===== src/design/binary_to_decimal_ascii_defines.svh =====
// ---------------------------------------------------------------------------
// binary_to_decimal_ascii_defines.svh
// assertion macros for the converter rtl
// ---------------------------------------------------------------------------
`ifndef BINARY_TO_DECIMAL_ASCII_DEFINES_SVH
`define BINARY_TO_DECIMAL_ASCII_DEFINES_SVH

// checked on every clock edge outside reset
`define B2DA_ASSERT(label, prop, msg) \
   label: assert property (@(posedge clock) disable iff (reset) prop) else $error(msg);

// checked on every clock edge, reset included
`define B2DA_ASSERT_ALWAYS(label, prop, msg) \
   label: assert property (@(posedge clock) prop) else $error(msg);

`endif


===== src/design/b2da_pkg.sv =====
// ---------------------------------------------------------------------------
// b2da_pkg
// shared types and constants for the binary to decimal ascii converter
// ---------------------------------------------------------------------------
package b2da_pkg;

   localparam int MAX_DIGITS_DEF = 10;
   localparam int VALUE_BITS_DEF = 31;
   localparam int DIGIT_W        = 4;
   localparam int CHAR_W         = 6;

   localparam logic [CHAR_W-1:0]  ASCII_ZERO = 6'h30;
   localparam logic [DIGIT_W-1:0] DIGIT_MAX  = 4'd9;

   typedef enum logic [1:0] {
      ST_IDLE,
      ST_CONVERT,
      ST_STRIP,
      ST_EMIT
   } state_type;

   typedef enum logic [1:0] {
      BCD_HOLD,
      BCD_CLEAR,
      BCD_DABBLE,
      BCD_SHIFT_DIGIT
   } bcd_op_type;

   typedef struct packed {
      bcd_op_type op;
      logic       serial_in;
   } bcd_ctrl_type;

   typedef struct packed {
      logic [DIGIT_W-1:0] top_digit;
      logic               carry_out;
   } bcd_stat_type;

endpackage


===== src/design/b2da_bcd_reg.sv =====
// ---------------------------------------------------------------------------
// b2da_bcd_reg
// packed bcd shift register with add-3 correction per digit lane
// ---------------------------------------------------------------------------
module b2da_bcd_reg #(
   parameter int MAX_DIGITS = b2da_pkg::MAX_DIGITS_DEF
) (
   input  logic                   clock,
   input  b2da_pkg::bcd_ctrl_type ctrl,
   output b2da_pkg::bcd_stat_type stat
);

   localparam int BCD_W = b2da_pkg::DIGIT_W * MAX_DIGITS;

   logic [BCD_W-1:0] bcd_ff;
   logic [BCD_W-1:0] bcd_in;
   logic [BCD_W-1:0] adj;

   // each lane adds three when it would reach ten after doubling
   for (genvar i = 0; i < MAX_DIGITS; i++) begin : g_lane
      logic [b2da_pkg::DIGIT_W-1:0] d;
      assign d = bcd_ff[i*b2da_pkg::DIGIT_W +: b2da_pkg::DIGIT_W];
      assign adj[i*b2da_pkg::DIGIT_W +: b2da_pkg::DIGIT_W] =
         (d >= 4'd5) ? d + 4'd3 : d;
   end

   always_comb begin
      case (ctrl.op)
         b2da_pkg::BCD_CLEAR:       bcd_in = '0;
         b2da_pkg::BCD_DABBLE:      bcd_in = {adj[BCD_W-2:0], ctrl.serial_in};
         b2da_pkg::BCD_SHIFT_DIGIT: bcd_in = bcd_ff << b2da_pkg::DIGIT_W;
         default:                   bcd_in = bcd_ff;
      endcase
   end

   always_ff @(posedge clock) begin
      bcd_ff <= bcd_in;
   end

   assign stat.top_digit = bcd_ff[BCD_W-1 -: b2da_pkg::DIGIT_W];
   assign stat.carry_out = adj[BCD_W-1];

endmodule


===== src/design/binary_to_decimal_ascii.sv =====
// ---------------------------------------------------------------------------
// binary_to_decimal_ascii
// converts one unsigned integer to decimal ascii digits, msd first
// ---------------------------------------------------------------------------
// A value is taken when start is high and busy low. It is shifted msb first
// into a bcd register with add-3 correction, one bit per cycle, then leading
// zero digits are dropped one per cycle and the remaining digits come out one
// per cycle on rsp_digit_char with rsp_valid high, rsp_last on the final one.
// Only the MAX_DIGITS least significant digits are kept; a value with more
// digits gives all MAX_DIGITS of them, zeros included. busy is high from the
// conversion through the final digit, so a new value can follow only once the
// last one is through; at the defaults the bit-serial conversion loop takes
// most of that time. Results cannot be stalled: each digit is on the ports
// for one cycle only.
// ---------------------------------------------------------------------------
`include "binary_to_decimal_ascii_defines.svh"

module binary_to_decimal_ascii #(
   parameter int MAX_DIGITS = b2da_pkg::MAX_DIGITS_DEF,
   parameter int VALUE_BITS = b2da_pkg::VALUE_BITS_DEF
) (
   input  logic                          clock,
   input  logic                          reset,
   input  logic                          start,
   output logic                          busy,
   input  logic [VALUE_BITS-1:0]         req_value,
   output logic                          rsp_valid,
   output logic [b2da_pkg::CHAR_W-1:0]   rsp_digit_char,
   output logic                          rsp_last
);

   localparam int CNT_W = $clog2(VALUE_BITS + 1);
   localparam int DIG_W = $clog2(MAX_DIGITS + 1);

   b2da_pkg::state_type    state_ff, state_in;
   logic [VALUE_BITS-1:0]  value_ff, value_in;
   logic [CNT_W-1:0]       bit_cnt_ff, bit_cnt_in;
   logic [DIG_W-1:0]       dig_cnt_ff, dig_cnt_in;
   logic                   ovf_ff, ovf_in;
   b2da_pkg::bcd_ctrl_type bcd_ctrl;
   b2da_pkg::bcd_stat_type bcd_stat;
   logic                   accept;

   assign accept = start && (state_ff == b2da_pkg::ST_IDLE);

   b2da_bcd_reg #(
      .MAX_DIGITS(MAX_DIGITS)
   ) u_bcd (
      .clock(clock),
      .ctrl (bcd_ctrl),
      .stat (bcd_stat)
   );

   always_comb begin
      state_in           = state_ff;
      value_in           = value_ff;
      bit_cnt_in         = bit_cnt_ff;
      dig_cnt_in         = dig_cnt_ff;
      ovf_in             = ovf_ff;
      bcd_ctrl.op        = b2da_pkg::BCD_HOLD;
      bcd_ctrl.serial_in = value_ff[VALUE_BITS-1];
      case (state_ff)
         b2da_pkg::ST_IDLE: begin
            if (accept) begin
               value_in    = req_value;
               bit_cnt_in  = CNT_W'(VALUE_BITS);
               ovf_in      = 1'b0;
               bcd_ctrl.op = b2da_pkg::BCD_CLEAR;
               state_in    = b2da_pkg::ST_CONVERT;
            end
         end
         b2da_pkg::ST_CONVERT: begin
            bcd_ctrl.op = b2da_pkg::BCD_DABBLE;
            value_in    = value_ff << 1;
            bit_cnt_in  = bit_cnt_ff - CNT_W'(1);
            // a set bit pushed out of the top digit means the value is too long
            ovf_in      = ovf_ff | bcd_stat.carry_out;
            if (bit_cnt_ff == CNT_W'(1)) begin
               dig_cnt_in = DIG_W'(MAX_DIGITS);
               state_in   = b2da_pkg::ST_STRIP;
            end
         end
         b2da_pkg::ST_STRIP: begin
            if (bcd_stat.top_digit == '0 && !ovf_ff && dig_cnt_ff != DIG_W'(1)) begin
               bcd_ctrl.op = b2da_pkg::BCD_SHIFT_DIGIT;
               dig_cnt_in  = dig_cnt_ff - DIG_W'(1);
            end else begin
               state_in = b2da_pkg::ST_EMIT;
            end
         end
         b2da_pkg::ST_EMIT: begin
            bcd_ctrl.op = b2da_pkg::BCD_SHIFT_DIGIT;
            dig_cnt_in  = dig_cnt_ff - DIG_W'(1);
            if (dig_cnt_ff == DIG_W'(1)) begin
               state_in = b2da_pkg::ST_IDLE;
            end
         end
         default: begin
            state_in = b2da_pkg::ST_IDLE;
         end
      endcase
   end

   always_ff @(posedge clock) begin
      if (reset) begin
         state_ff   <= b2da_pkg::ST_IDLE;
         bit_cnt_ff <= '0;
         dig_cnt_ff <= '0;
         ovf_ff     <= 1'b0;
      end else begin
         state_ff   <= state_in;
         bit_cnt_ff <= bit_cnt_in;
         dig_cnt_ff <= dig_cnt_in;
         ovf_ff     <= ovf_in;
      end
   end

   always_ff @(posedge clock) begin
      value_ff <= value_in;
   end

   assign busy           = (state_ff != b2da_pkg::ST_IDLE);
   assign rsp_valid      = (state_ff == b2da_pkg::ST_EMIT);
   assign rsp_digit_char = b2da_pkg::ASCII_ZERO
                         + {{(b2da_pkg::CHAR_W - b2da_pkg::DIGIT_W){1'b0}},
                            bcd_stat.top_digit};
   assign rsp_last       = rsp_valid && (dig_cnt_ff == DIG_W'(1));

   `B2DA_ASSERT(a_digit_range, rsp_valid |-> (bcd_stat.top_digit <= b2da_pkg::DIGIT_MAX), "digit out of decimal range")
   `B2DA_ASSERT(a_digits_contiguous, (rsp_valid && !rsp_last) |=> rsp_valid, "gap inside a digit string")
   `B2DA_ASSERT(a_last_frees, (rsp_valid && rsp_last) |=> !busy, "still busy after final digit")
   `B2DA_ASSERT(a_accept_busy, (start && !busy) |=> (busy && !rsp_valid), "accepted transfer did not start conversion")
   `B2DA_ASSERT_ALWAYS(a_reset_idle, reset |=> !busy, "not idle after reset")

endmodule


===== config.mk =====
export PLATFORM = sky130hd
export DESIGN_NAME = binary_to_decimal_ascii
export DESIGN_NICKNAME = d
export VERILOG_FILES = /design/src/design/b2da_pkg.sv /design/src/design/b2da_bcd_reg.sv /design/src/design/binary_to_decimal_ascii.sv
export VERILOG_INCLUDE_DIRS = /design/src /design/src/design
export SDC_FILE = /design/constraint.sdc
export NUM_CORES = 1
export LEC_CHECK = 0
export BUFFER_PORTS_ARGS = -buffer_cell sky130_fd_sc_hd__buf_4
export CAP_MARGIN = 25
export CORE_MARGIN = 3
export CORE_UTILIZATION = 40
export DETAILED_ROUTE_END_ITERATION = 10
export SLEW_MARGIN = 20
export SYNTH_ARGS = -nofsm -noshare
export SYNTH_HDL_FRONTEND = slang
export SYNTH_SLANG_ARGS = --single-unit

===== constraint.sdc =====
create_clock -name clock -period 5.46 [get_ports clock]
set_input_delay 0.273 -clock clock [delete_from_list [all_inputs] [get_ports clock]]
set_output_delay 0.273 -clock clock [all_outputs]
set_load 0.005 [all_outputs]

Word-level counts from Yosys, hierarchy flattened:

Index checks and enable logic that the tools add are counted.

* output and inout bits: 9
* flip-flop bits (word level): 83
* bits of input ports: 34
* logic and storage cells: 86

* mux-type cells: 28
* eq/ne operators: 14
* magnitude comparators: 10
* add/sub/neg operators: 13
* reductions and logical operators: 14
* bitwise logic cells: 1

Operator list (number)
* case mux 40 bit (3 select lines): 1
* case mux 31 bit (2 select lines): 1
* two-way mux 4 bit: 12
* adder 4 x 2 -> 4 bit (second input constant): 10
* >= comparator 4 x 3 -> 1 bit (second input constant): 10
* two-way mux 31 bit: 1
* case mux 2 bit (4 select lines): 2
* case mux 4 bit (3 select lines): 1
* two-way mux 2 bit: 5
* case mux 5 bit (2 select lines): 1
* == test 2 bit (second input constant): 4
* inequality test 2 bit (second input constant): 4
* adder 5 x 5 -> 6 bit (first input constant): 1
* nonzero test 3 bit: 2
* == test 5 x 1 -> 1 bit (second input constant): 1
* two-way mux 5 bit: 1
* subtractor 5 x 1 -> 5 bit (second input constant): 1
* == test 2 x 1 -> 1 bit (second input constant): 2
* == test 4 x 1 -> 1 bit (second input constant): 1
* logical AND 1 bit: 4
* logical NOT 4 bit: 1
* inequality test 4 x 1 -> 1 bit (second input constant): 1
* AND reduction 4 bit: 1
* nonzero test 2 bit: 2
* other kinds (9): 10

Longest topological paths before layout:

Gate-level depths: netlist of the first run.

* depth after elaboration: 7
* mapped depth: 7
* depth with buffers taken out: 6

Cells and area by module:

From an unflattened synthesis of the first run, not the netlist that was laid out.

* cell total of the unflattened synthesis: 437
* area, all modules: 4739.5 sq um

By module, submodules not included
* b2da_bcd_reg: times used 1, cells an instance 271, area an instance 2636.3 sq um, sequential area each 1201.2 sq um
* binary_to_decimal_ascii: times used 1, cells an instance 166, area an instance 2103.3 sq um, sequential area each 1171.1 sq um

Worst setup path before layout of the first run:

No wires, ideal clock.

* path type: register -> register
* start point: register u_bcd.bcd_ff[36]
* end point: register u_bcd.bcd_ff[0] (enable)
* data required time: 4.967 ns
* setup slack: 1.014 ns
* setup time: 0.493 ns
* clock period less this slack: 4.446 ns
* path buffers: 0
* stages on the path, launching flop included: 6
* arrival: 3.953 ns
* cells stage by stage: edfxtp_1 -> inv_1 -> ha_1 -> nor4b_2 -> a31oi_1 -> o21ai_0

* longest elaborated chain between the ends: 7
* elaborated cells on any way between the ends: 9
* classes of those cells: 3 x eq/ne; 2 x mux; 4 x reduce/logical

RTL lines
* start, declared: RTL line b2da_bcd_reg.sv:15 `logic [BCD_W-1:0] bcd_ff;`
* start signal, assigned: RTL line b2da_bcd_reg.sv:37 `bcd_ff <= bcd_in;`
* logical NOT 4 bit *: RTL line binary_to_decimal_ascii.sv:84 `if (bcd_stat.top_digit == '0 && !ovf_ff && dig_cnt_ff != DIG_W'(1)) begin`
* logical AND 1 bit * (2 in series): RTL line binary_to_decimal_ascii.sv:84
* two-way mux 2 bit *: RTL line binary_to_decimal_ascii.sv:84
* case mux 2 bit (4 select lines) *: RTL line binary_to_decimal_ascii.sv:62 `case (state_ff)`
* == test 2 x 1 -> 1 bit / == test 2 bit (equally long branches): RTL line b2da_bcd_reg.sv:28 `case (ctrl.op)`
* nonzero test 3 bit (no source line) *

Mark *: on every way between the ends. The rest lies on a longest branch, timed or not.
A chain may end at the register's enable or synchronous reset.

Worst setup path in the final report of the first run:

* start point: register state_ff[1]
* end point: register u_bcd.bcd_ff[29], data pin

* longest elaborated chain between the ends: 6
* elaborated cells on any way between the ends: 11
* classes of those cells: 6 x eq/ne; 3 x mux; 2 x reduce/logical

RTL lines
* start, declared: RTL line binary_to_decimal_ascii.sv:35 `b2da_pkg::state_type state_ff, state_in;`
* start signal, assigned: RTL line binary_to_decimal_ascii.sv:106 `state_ff <= b2da_pkg::ST_IDLE;`
* start signal, assigned: RTL line binary_to_decimal_ascii.sv:111 `state_ff <= state_in;`
* logical NOT 2 bit: RTL line binary_to_decimal_ascii.sv:44, binary_to_decimal_ascii.sv:62
* logical AND 1 bit: RTL line binary_to_decimal_ascii.sv:44 `assign accept = start && (state_ff == b2da_pkg::ST_IDLE);`
* two-way mux 1 bit: RTL line binary_to_decimal_ascii.sv:64 `if (accept) begin`
* case mux 2 bit (4 select lines) *: RTL line binary_to_decimal_ascii.sv:62
* == test 2 bit / == test 2 x 1 -> 1 bit (equally long branches): RTL line b2da_bcd_reg.sv:28
* case mux 40 bit (3 select lines) *: RTL line b2da_bcd_reg.sv:28
* via u_bcd.bcd_in[29]: RTL line b2da_bcd_reg.sv:16 `logic [BCD_W-1:0] bcd_in;`

The timed path passes the listed nets; every way through them passes the cells marked *.

==> key figures, run 1 <==
Clock network
  • Post-CTS resize count: 0
  • H-tree Lvls: 3
  • Clock sink total: 83
  • Number of setup buffers added after CTS: 0
  • TritonCTS clock tree: built
  • CTS root buf: clkbuf_16
  • Clock transition at path regs: 0.06 ns
  • CTS Hold Bufs: 0
  • Max clock buf depth: 2
  • TritonCTS Buffers: 9
  • Worst-Skew Late Latency: 0.33 ns

Timing
  • Setup Skew: 0.00414 ns
  • Setup slack after layout: 3.09 ns
  • Fin crit share: 0.434
  • Max-slew violation count: 0
  • Fmax: 422 MHz
  • Post-layout min period: 2.37 ns
  • Final hold viol count: 0
  • Worst-Margin Slew: 0.644 ns
  • Rel. slew slack: 0.571
  • Final setup violation count: 0
  • RSZ-0062 raised after global routing: no
  • Setup TNS: 0 ns

Yosys
  • Synth cell types: 43
  • Sequential share of the synthesized area: 0.498
  • Avg Cell Area, Syn: 11.6 um2
  • Compound-cell area share of the yosys netlist: 0.156
  • Synthesis-stage register bit count: 83
  • Largest family of logic cells by synthesized area: compound AO/OA/AOI/OAI gates
  • Post-synthesis cell area: 4770 um2
  • Post-synth EDFFs: 71
  • Multiplexer share of the synthesized area: 0.0919
  • Cells after Synth: 410
  • Post-Synth Adder-Cell Area: 0.0787
  • Post-synthesis xor/xnor area fraction: 0.0294
  • Async set-or-reset flop fraction in the synthesized netlist: 0
  • Fraction of the mapped netlist area in simple logic gates: 0.100
  • Main synth FF type: edfxtp_1
  • Yosys warns: 0

Power and ir drop
  • Power per Cell Area: 687 nW/um2
  • Worst VDD drop: 0.306 mV
  • Switching Fraction: 0.379
  • Comb power frac: 0.450
  • P_int: 2.34 mW
  • Clock power frac: 0.155
  • Sw power: 1.43 mW
  • Leak: 2.24 nW
  • Part of the power in registers: 0.395

Setup path
  • Critical path class: reg -> reg
  • CP max FO: 36
  • Slowest stage delay, CP: 0.44 ns
  • Worst Setup End Kind: flop
  • Critical Path AT: 2.45 ns
  • CP Launch Type: flop
  • Worst-path cell with the longest stage delay: a311oi_1
  • Req. time, crit path: 5.54 ns
  • CP delay by family, top: compound AO/OA/AOI/OAI gates
  • Worst path bufs/invs: 2
  • CP Cell Sequence: inv_1, ha_1, nor2b_1, a311oi_1, a221oi_4, buf_4, a22o_1

Layout
  • Fraction of layout cells with a size suffix above 1: 0.215
  • Area Growth Syn to Fin: 15.0%
  • Fin area: 5480 um2
  • Final net count: 511
  • Post-route insts no fill: 594
  • Antenna fix cells: 0

Detailed routing
  • DR vias/cell: 5.30
  • DRT Wirelength: 8410 um
  • WL/cell: 14.2 um
  • Starting DRT DRC Count: 157
  • Via count: 3,147
  • Antenna Nets Post-Route: 0
  • DR pass1 iterations: 5
  • DRC violations left: 0

GRT
  • Gr usage total: 0.133
  • Initial antenna violation count: 0
  • Vias in the first global route: 3,190
  • First-pass GRT wire length: 14,200 um
  • Pin count of the biggest net entering global routing: 61
  • Met3 Track Usage GR: 0.0516
  • GR Util met2: 0.218
  • M1 GR Usage: 0.162
  • Total congestion overflow: 0
  • Grt peak-use layer: met2

Job
  • Max-capacitance violation count: 0

Placed design
  • GPL Wtd Cong: 0.762
  • Placement Cell Area: 5200 um2
  • PortBufs: 40
  • Pre-CTS WS: 3.09 ns
  • Cells after DPL: 579
  • Dpl hpwl: 5740 um

Floorplan
  • Die Footprint: 13,300 um2
  • DIE HEIGHT: 115 um
  • I/O pins: 43
  • Initial Util: 0.414
  • Row count: 39
  • DIE WIDTH: 115 um
  • Core ar.: 11,500 um2

Min path
  • Worst min path class: in -> reg

Status
  • Outcome: finished, final reports clean
## cell usage after synthesis (3+ instances only)
master,number,area [um2]
a31oi_1,3,18.8
xor2_1,5,43.8
a22o_1,36,315
ha_1,30,375
nor3_1,5,25.0
buf_2,3,15.0
nand2b_1,19,119
xnor2_1,11,96.3
inv_1,29,109
mux2i_1,10,100
o21ai_0,19,95.1
nand2_1,28,105
and2_1,7,43.8
clkbuf_1,9,33.8
dfxtp_1,12,240
mux2_2,30,338
a21oi_1,13,65.1
nor2_1,18,67.6
o211a_1,4,40.0
a211oi_1,4,30.0
a21o_1,8,60.1
buf_4,6,45.0
edfxtp_1,71,2130
nor2b_1,5,31.3
## power groups by stage
stage               Combinational, mW  Clock [mW]  Sequential, mW
floorplan                        1.37           0            1.44
global placement                 1.67           0            1.49
detailed placement               1.71           0            1.50
CTS                              1.72       0.606            1.49
global route                     1.92       0.632            1.54
finish                           1.70       0.585            1.49
## cell usage in the layout, fill, tap and decap left out, types with 7 or more instances in the layout
| master | instances |
|---|---|
| nand2_1 | 28 |
| edfxtp_1 | 71 |
| nor2_1 | 18 |
| mux2_2 | 30 |
| o21ai_0 | 18 |
| a21o_1 | 8 |
| a22o_1 | 36 |
| inv_1 | 29 |
| xnor2_1 | 11 |
| clkbuf_16 | 9 |
| a21oi_1 | 13 |
| mux2i_1 | 10 |
| dfxtp_1 | 12 |
| ha_1 | 29 |
| buf_4 | 44 |
| and2_1 | 7 |
| nand2b_1 | 19 |
## logic make-up after synthesis
logic type      count (synthesis)
simple gates                   92
fa+ha+maj                      30
buf+inv                        48
other cells                     1
xor+xnor                       16
mux                            40
compound gates                100
flops                          83
## final cells by class
| type | instances | area (um2) |
|---|---|---|
| flip-flops and latches | 83 | 2370 |
| multi-input cells | 280 | 2210 |
| repair buffers | 44 | 330 |
| fillers | 1036 | 6030 |
| clock inverters | 5 | 55.1 |
| clock buffers | 10 | 229 |
| well taps | 143 | 179 |
| inverters | 29 | 109 |
## flip-flops by register name (all words and copies together) (netlist names)
| name | count |
|---|---|
| ovf_ff | 1 |
| u_bcd.bcd_ff | 40 |
| value_ff | 31 |
| state_ff | 2 |
| bit_cnt_ff | 5 |
| dig_cnt_ff | 4 |
## stage by stage
stage               utilization  hold slack, ns  power (mW)
detailed placement        0.452           0.514        3.21
finish                    0.476           0.217        3.77
CTS                       0.476           0.200        3.82
floorplan                     -           0.339        2.81
global placement          0.452           0.506        3.16
global route              0.476           0.212        4.09
## per-layer routing
layer | part of all wire | vias up
li1 | - | 1574
met1 | 0.47 | 1502
met2 | 0.46 | 60
met3 | 0.059 | 11
met4 | 0.013 | 0
met5 | 0 | -
## path summary, 6_finish.rpt
kind	from	slack [ns]	endpoint	depth (start not counted)
max	state_ff[1]$_SDFFE_PP0P_	3.09	u_bcd.bcd_ff[29]$_DFFE_PP_	7
min	reset	0.22	dig_cnt_ff[2]$_SDFFE_PP0P_	2
max reg2reg	state_ff[1]$_SDFFE_PP0P_	3.09	u_bcd.bcd_ff[29]$_DFFE_PP_	7
min reg2reg	bit_cnt_ff[1]$_SDFFE_PP0P_	0.52	bit_cnt_ff[1]$_SDFFE_PP0P_	2
Power figures use the tool's default switching activity.
==> run 2, diff against run 1 <==
Clock period 5.46 ns to 2.5 ns, I/O delays scaled along.
==> run 2 against run 1 <==
Effect of this change:
- clock power is 120% higher
- non-clock buffer count is 1 higher
- sequential share of layout area is 0.55 points lower
- via count is 0.67% higher
- sequential power is 120% higher
- register-to-register slack worse by 2.9 ns
- critical path type unchanged
- highest routed layer unchanged
==> key figures, run 2 (synthesis results as in run 1) <==
Min path
  • HP Start: reset (unchanged)
  • Worst min path class: in -> reg (unchanged)
  • Hold Path End: dig_cnt_ff[2]$_SDFFE_PP0P_ (unchanged)
  • Hold path cells: 2 (unchanged)

GRT
  • Total congestion overflow: 0 (unchanged)
  • Pin count of the biggest net entering global routing: 56 (was 61)
  • Initial antenna violation count: 0 (unchanged)
  • Gr usage total: 0.141 (was 0.133)
  • First-pass GRT wire length: 14,900 um (was 14,200 um)
  • Vias in the first global route: 3,134 (was 3,190)

Layout
  • Max reg flops: 40 (unchanged)
  • Biggest register: u_bcd.bcd_ff (unchanged)
  • Post-route insts no fill: 596 (was 594)
  • Top Registers: u_bcd.bcd_ff: 40 flops, value_ff: 31 flops, bit_cnt_ff: 5 flops (unchanged)
  • Fin area: 5550 um2 (was 5480 um2)
  • Antenna fix cells: 0 (unchanged)
  • Commonest non-fill, non-tap cell in the layout: edfxtp_1 (unchanged)
  • Area Growth Syn to Fin: 16.5% (was 15.0%)
  • Fraction of layout cells with a size suffix above 1: 0.221 (was 0.215)
  • Fill count: 1,035 (was 1,036)
  • Util after Layout: 0.482 (was 0.476)
  • Final net count: 512 (was 511)
  • Commonest non-fill, non-tap cells in the layout: edfxtp_1 (71), buf_4 (41), a22o_1 (36), mux2_2 (30) (was edfxtp_1 (71), buf_4 (44), a22o_1 (36), mux2_2 (30))

Clock network
  • CTS root buf: clkbuf_16 (unchanged)
  • H-tree Lvls: 3 (unchanged)
  • Max clock buf depth: 2 (unchanged)
  • CTS Hold Bufs: 0 (unchanged)
  • Worst-Skew Late Latency: 0.34 ns (was 0.33 ns)
  • Number of setup buffers added after CTS: 0 (unchanged)
  • Post-CTS resize count: 0 (unchanged)
  • Clock transition at path regs: 0.07 ns (was 0.06 ns)
  • TritonCTS clock tree: built (unchanged)
  • Clock sink total: 83 (unchanged)
  • TritonCTS Buffers: 9 (unchanged)

Placed design
  • GPL Wtd Cong: 0.788 (was 0.762)
  • Cells after DPL: 580 (was 579)
  • Dpl hpwl: 5770 um (was 5740 um)
  • PortBufs: 40 (unchanged)
  • Placement Cell Area: 5260 um2 (was 5200 um2)

Power and ir drop
  • Leak: 2.27 nW (was 2.24 nW)
  • Power per Cell Area: 1520 nW/um2 (was 687 nW/um2)
  • Worst VDD drop: 0.722 mV (was 0.306 mV)

Status
  • Outcome: finished, final reports clean (unchanged)

Setup path
  • Worst Setup End Kind: flop (unchanged)
  • Worst-path cell with the longest stage delay: dfxtp_1 (was a311oi_1)
  • CP Launch Type: flop (unchanged)
  • Start point of the critical path: state_ff[1]$_SDFFE_PP0P_ (unchanged)
  • Critical Path Stages: 7 (unchanged)
  • R2r setup slk: 0.22 ns (was 3.09 ns)
  • Slowest stage delay, CP: 0.45 ns (was 0.44 ns)
  • Worst R2R End: u_bcd.bcd_ff[25]$_DFFE_PP_ (was u_bcd.bcd_ff[29]$_DFFE_PP_)
  • CP Cell Sequence: inv_1, ha_1, nor2b_1, a311oi_1, a221oi_4, buf_12, a22o_1 (was inv_1, ha_1, nor2b_1, a311oi_1, a221oi_4, buf_4, a22o_1)
  • Critical Path AT: 2.37 ns (was 2.45 ns)
  • CP delay by family, top: compound AO/OA/AOI/OAI gates (unchanged)
  • Worst path bufs/invs: 2 (unchanged)
  • CP max FO: 36 (unchanged)
  • Critical path class: reg -> reg (unchanged)
  • Worst reg2reg path depth: 7 (unchanged)
  • Worst r2r src: state_ff[1]$_SDFFE_PP0P_ (unchanged)
  • Req. time, crit path: 2.59 ns (was 5.54 ns)

Timing
  • Max-slew violation count: 0 (unchanged)
  • Final hold viol count: 0 (unchanged)
  • Rel. slew slack: 0.574 (was 0.571)
  • Worst hold slack: 0.0613 ns (was 0.217 ns)
  • Setup TNS: 0 ns (unchanged)
  • Worst-Margin Slew: 0.638 ns (was 0.644 ns)
  • Fin crit share: 0.912 (was 0.434)
  • Final setup violation count: 0 (unchanged)
  • Setup Skew: 0.00721 ns (was 0.00414 ns)
  • RSZ-0062 raised after global routing: no (unchanged)
  • Fmax: 439 MHz (was 422 MHz)
  • Post-layout min period: 2.28 ns (was 2.37 ns)

Floorplan
  • Die Footprint: 13,300 um2 (unchanged)
  • I/O pins: 43 (unchanged)
  • Row count: 39 (unchanged)
  • DIE HEIGHT: 115 um (unchanged)
  • Core ar.: 11,500 um2 (unchanged)
  • DIE WIDTH: 115 um (unchanged)
  • Initial Util: 0.414 (unchanged)

Detailed routing
  • DRT Wirelength: 8740 um (was 8410 um)
  • DR pass1 iterations: 4 (was 5)
  • DRC violations left: 0 (unchanged)
  • Antenna Nets Post-Route: 0 (unchanged)
  • DR vias/cell: 5.32 (was 5.30)
  • Starting DRT DRC Count: 194 (was 157)
  • WL/cell: 14.7 um (was 14.2 um)
  • Via count: 3,168 (was 3,147)

Job
  • Max-capacitance violation count: 0 (unchanged)
==> run 2: cell type report <==
class	count	area (um2)	area share
clock buffers	11	264	0.0475
flip-flops and latches	83	2370	0.427
inverters	29	109	0.0196
repair buffers	45	388	0.0698
clock inverters	5	32.5	0.00586
multi-input cells	280	2210	0.398
well taps	143	179	0.0322
==> run 2: how the worst max path moves through the flow <==
stage,end,slack [ns]
final,u_bcd.bcd_ff[25]$_DFFE_PP_,0.22
after floorplan,u_bcd.bcd_ff[0]$_DFFE_PP_,0.22
after global placement,u_bcd.bcd_ff[10]$_DFFE_PP_,0.28
after detailed placement,u_bcd.bcd_ff[7]$_DFFE_PP_,0.24
after global routing,u_bcd.bcd_ff[25]$_DFFE_PP_,0.10
after CTS,u_bcd.bcd_ff[25]$_DFFE_PP_,0.21
==> run 2: per-stage QoR <==
stage,setup slack [ns],total power [mW]
6_report,0.220,8.44
5_1_grt,0.105,9.14
4_1_cts,0.209,8.54
3_5_place_dp,0.238,7.18
3_3_place_gp,0.279,7.05
2_1_floorplan,0.224,6.12
==> run 2: metal layers <==
layer / vias up / track usage / share of wire
met3: 10 / 0.0568 / 0.064
met5: - / 0 / 0
met1: 1517 / 0.183 / 0.47
met2: 62 / 0.211 / 0.45
met4: 0 / 0.0587 / 0.012
li1: 1579 / - / -
==> run 2: where the power goes <==
group / leakage, nW / internal [mW] / switching (mW)
logic: 1.32 / 1.81 / 2.07
registers: 0.805 / 2.67 / 0.581
clock network: 0.147 / 0.761 / 0.552
total: 2.27 / 5.24 / 3.20
==> run 2: worst register-to-register path, stage by stage (launching register included) <==
cell	delay, ns
dfxtp_1	0.45
inv_1	0.18
ha_1	0.30
nor2b_1	0.20
a311oi_1	0.36
a221oi_4	0.07
buf_12	0.19
a22o_1	0.28
==> run 3, diff against run 2 <==
Settings changed: BUFFER_PORTS_ARGS -buffer_cell sky130_fd_sc_hd__buf_4 to not set, DONT_BUFFER_PORTS set to 1.
==> run 3 against run 2 <==
Effect of this change:
- first-iteration DRC count down 14%
- maximum frequency up 0.46%
- sequential cell count unchanged
- clock-buffer cell count up 1
- clock power about the same
- global-route usage about the same
- critical path depth down 1
- via count down 0.51%
==> key figures, run 3 (synthesis results as in run 1) <==
Status
  • Outcome: finished, final reports clean (unchanged)

Detailed routing
  • DRC violations left: 0 (unchanged)
  • DR vias/cell: 5.36 (was 5.32)
  • Via count: 3,152 (was 3,168)
  • WL/cell: 14.8 um (was 14.7 um)
  • DR pass1 iterations: 4 (unchanged)
  • Starting DRT DRC Count: 167 (was 194)
  • DRT Wirelength: 8710 um (was 8740 um)
  • Antenna Nets Post-Route: 0 (unchanged)

Floorplan
  • DIE WIDTH: 115 um (unchanged)
  • I/O pins: 43 (unchanged)
  • Core ar.: 11,500 um2 (unchanged)
  • Initial Util: 0.414 (unchanged)
  • DIE HEIGHT: 115 um (unchanged)
  • Die Footprint: 13,300 um2 (unchanged)
  • Row count: 39 (unchanged)

GRT
  • Initial antenna violation count: 0 (unchanged)
  • Total congestion overflow: 0 (unchanged)
  • Pin count of the biggest net entering global routing: 41 (was 56)
  • Gr usage total: 0.142 (was 0.141)
  • First-pass GRT wire length: 15,100 um (was 14,900 um)
  • Vias in the first global route: 3,210 (was 3,134)

Layout
  • Commonest non-fill, non-tap cells in the layout: edfxtp_1 (71), a22o_1 (36), dlygate4sd3_1 (31), mux2_2 (30) (was edfxtp_1 (71), buf_4 (41), a22o_1 (36), mux2_2 (30))
  • Commonest non-fill, non-tap cell in the layout: edfxtp_1 (unchanged)
  • Biggest register: u_bcd.bcd_ff (unchanged)
  • Area Growth Syn to Fin: 17.1% (was 16.5%)
  • Post-route insts no fill: 588 (was 596)
  • Top Registers: u_bcd.bcd_ff: 40 flops, value_ff: 31 flops, bit_cnt_ff: 5 flops (unchanged)
  • Max reg flops: 40 (unchanged)
  • Fraction of layout cells with a size suffix above 1: 0.135 (was 0.221)
  • Util after Layout: 0.485 (was 0.482)
  • Antenna fix cells: 0 (unchanged)
  • Fill count: 1,010 (was 1,035)
  • Final net count: 504 (was 512)

Clock network
  • Max clock buf depth: 2 (unchanged)
  • CTS Hold Bufs: 31 (was 0)
  • Post-CTS resize count: 0 (unchanged)
  • TritonCTS clock tree: built (unchanged)
  • Number of setup buffers added after CTS: 0 (unchanged)
  • Clock sink total: 83 (unchanged)
  • CTS root buf: clkbuf_16 (unchanged)
  • Worst-Skew Late Latency: 0.35 ns (was 0.34 ns)
  • Clock transition at path regs: 0.06 ns (was 0.07 ns)
  • TritonCTS Buffers: 9 (unchanged)
  • H-tree Lvls: 3 (unchanged)

Min path
  • Hold Path End: value_ff[3]$_DFFE_PP_ (was dig_cnt_ff[2]$_SDFFE_PP0P_)
  • Hold path cells: 1 (was 2)
  • HP Start: req_value[3] (was reset)
  • Worst min path class: in -> reg (unchanged)

Timing
  • Setup TNS: 0 ns (unchanged)
  • Final hold viol count: 0 (unchanged)
  • Final setup violation count: 0 (unchanged)
  • Fmax: 441 MHz (was 439 MHz)
  • Rel. slew slack: 0.580 (was 0.574)
  • Worst-Margin Slew: 0.630 ns (was 0.638 ns)
  • RSZ-0062 raised after global routing: no (unchanged)
  • Max-slew violation count: 0 (unchanged)
  • Fin crit share: 0.908 (was 0.912)
  • Post-layout min period: 2.27 ns (was 2.28 ns)
  • Setup Skew: 0.00824 ns (was 0.00721 ns)

Setup path
  • R2r setup slk: 0.23 ns (was 0.22 ns)
  • Critical path class: reg -> reg (unchanged)
  • Req. time, crit path: 2.76 ns (was 2.59 ns)
  • CP Launch Type: flop (unchanged)
  • CP max FO: 5 (was 36)
  • Worst reg2reg path depth: 6 (was 7)
  • Worst Setup End Kind: flop (unchanged)
  • Worst r2r src: u_bcd.bcd_ff[37]$_DFFE_PP_ (was state_ff[1]$_SDFFE_PP0P_)
  • Worst R2R End: dig_cnt_ff[2]$_SDFFE_PP0P_ (was u_bcd.bcd_ff[25]$_DFFE_PP_)
  • Critical Path AT: 2.53 ns (was 2.37 ns)

Power and ir drop
  • Leak: 2.22 nW (was 2.27 nW)
  • Power per Cell Area: 1510 nW/um2 (was 1520 nW/um2)
  • Worst VDD drop: 0.868 mV (was 0.722 mV)

Placed design
  • GPL Wtd Cong: 0.813 (was 0.788)
  • Dpl hpwl: 5640 um (was 5770 um)
  • PortBufs: 0 (was 40)
  • Cells after DPL: 541 (was 580)

Job
  • Max-capacitance violation count: 0 (unchanged)
## run 3: where the power goes
part / internal (mW) / leakage (nW) / total [mW] / switching (mW)
registers: 2.66 / 0.805 / 3.25 / 0.588
clock network: 0.797 / 0.154 / 1.34 / 0.545
logic: 1.78 / 1.26 / 3.83 / 2.05
total: 5.24 / 2.22 / 8.42 / 3.18
## run 3: final cells by class
type | instances | area [um2] | area share
Clock inverter | 4 | 26.3 | 0.00471
Sequential cell | 83 | 2370 | 0.425
Inverter | 29 | 109 | 0.0195
Timing Repair Buffer | 37 | 405 | 0.0726
Clock buffer | 12 | 279 | 0.0500
Tap cell | 143 | 179 | 0.0321
Multi-Input combinational cell | 280 | 2210 | 0.396
## run 3: per-layer routing
| layer | vias up | global-route usage | wire length (um) |
|---|---|---|---|
| met3 | 9 | 0.0511 | 489 |
| met1 | 1528 | 0.182 | 4130 |
| met4 | 0 | 0.0532 | 138 |
| met5 | - | 0 | 0 |
| li1 | 1559 | - | - |
| met2 | 56 | 0.221 | 3950 |
## run 3: worst max-delay path by stage
stage / start / end / depth (start not counted)
finish: u_bcd.bcd_ff[37]$_DFFE_PP_ / dig_cnt_ff[2]$_SDFFE_PP0P_ / 6
global route: state_ff[1]$_SDFFE_PP0P_ / u_bcd.bcd_ff[27]$_DFFE_PP_ / 7
CTS: u_bcd.bcd_ff[37]$_DFFE_PP_ / dig_cnt_ff[2]$_SDFFE_PP0P_ / 6
detailed placement: state_ff[1]$_SDFFE_PP0P_ / u_bcd.bcd_ff[13]$_DFFE_PP_ / 7
global placement: u_bcd.bcd_ff[37]$_DFFE_PP_ / dig_cnt_ff[2]$_SDFFE_PP0P_ / 6
floorplan: u_bcd.bcd_ff[36]$_DFFE_PP_ / u_bcd.bcd_ff[0]$_DFFE_PP_ / 5
## run 3: worst max-delay path, cell delays in order, from the launching register on
cell and delay, ns:
edfxtp_1 0.44, inv_1 0.14, ha_1 0.16, nor4b_2 0.43
a21boi_0 0.31, or4_4 0.48, a221oi_2 0.23
## run 3: metrics by stage
stage,worst slack [ns],instance area (um2),power (mW),hold slack [ns]
global placement,0.276,4960,6.95,0.194
finish,0.231,5580,8.42,0.0137
detailed placement,0.260,4960,7.07,0.193
CTS,0.238,5580,8.50,0.000313
floorplan,0.224,4780,6.12,0.191
global route,0.0973,5580,9.12,0.00107
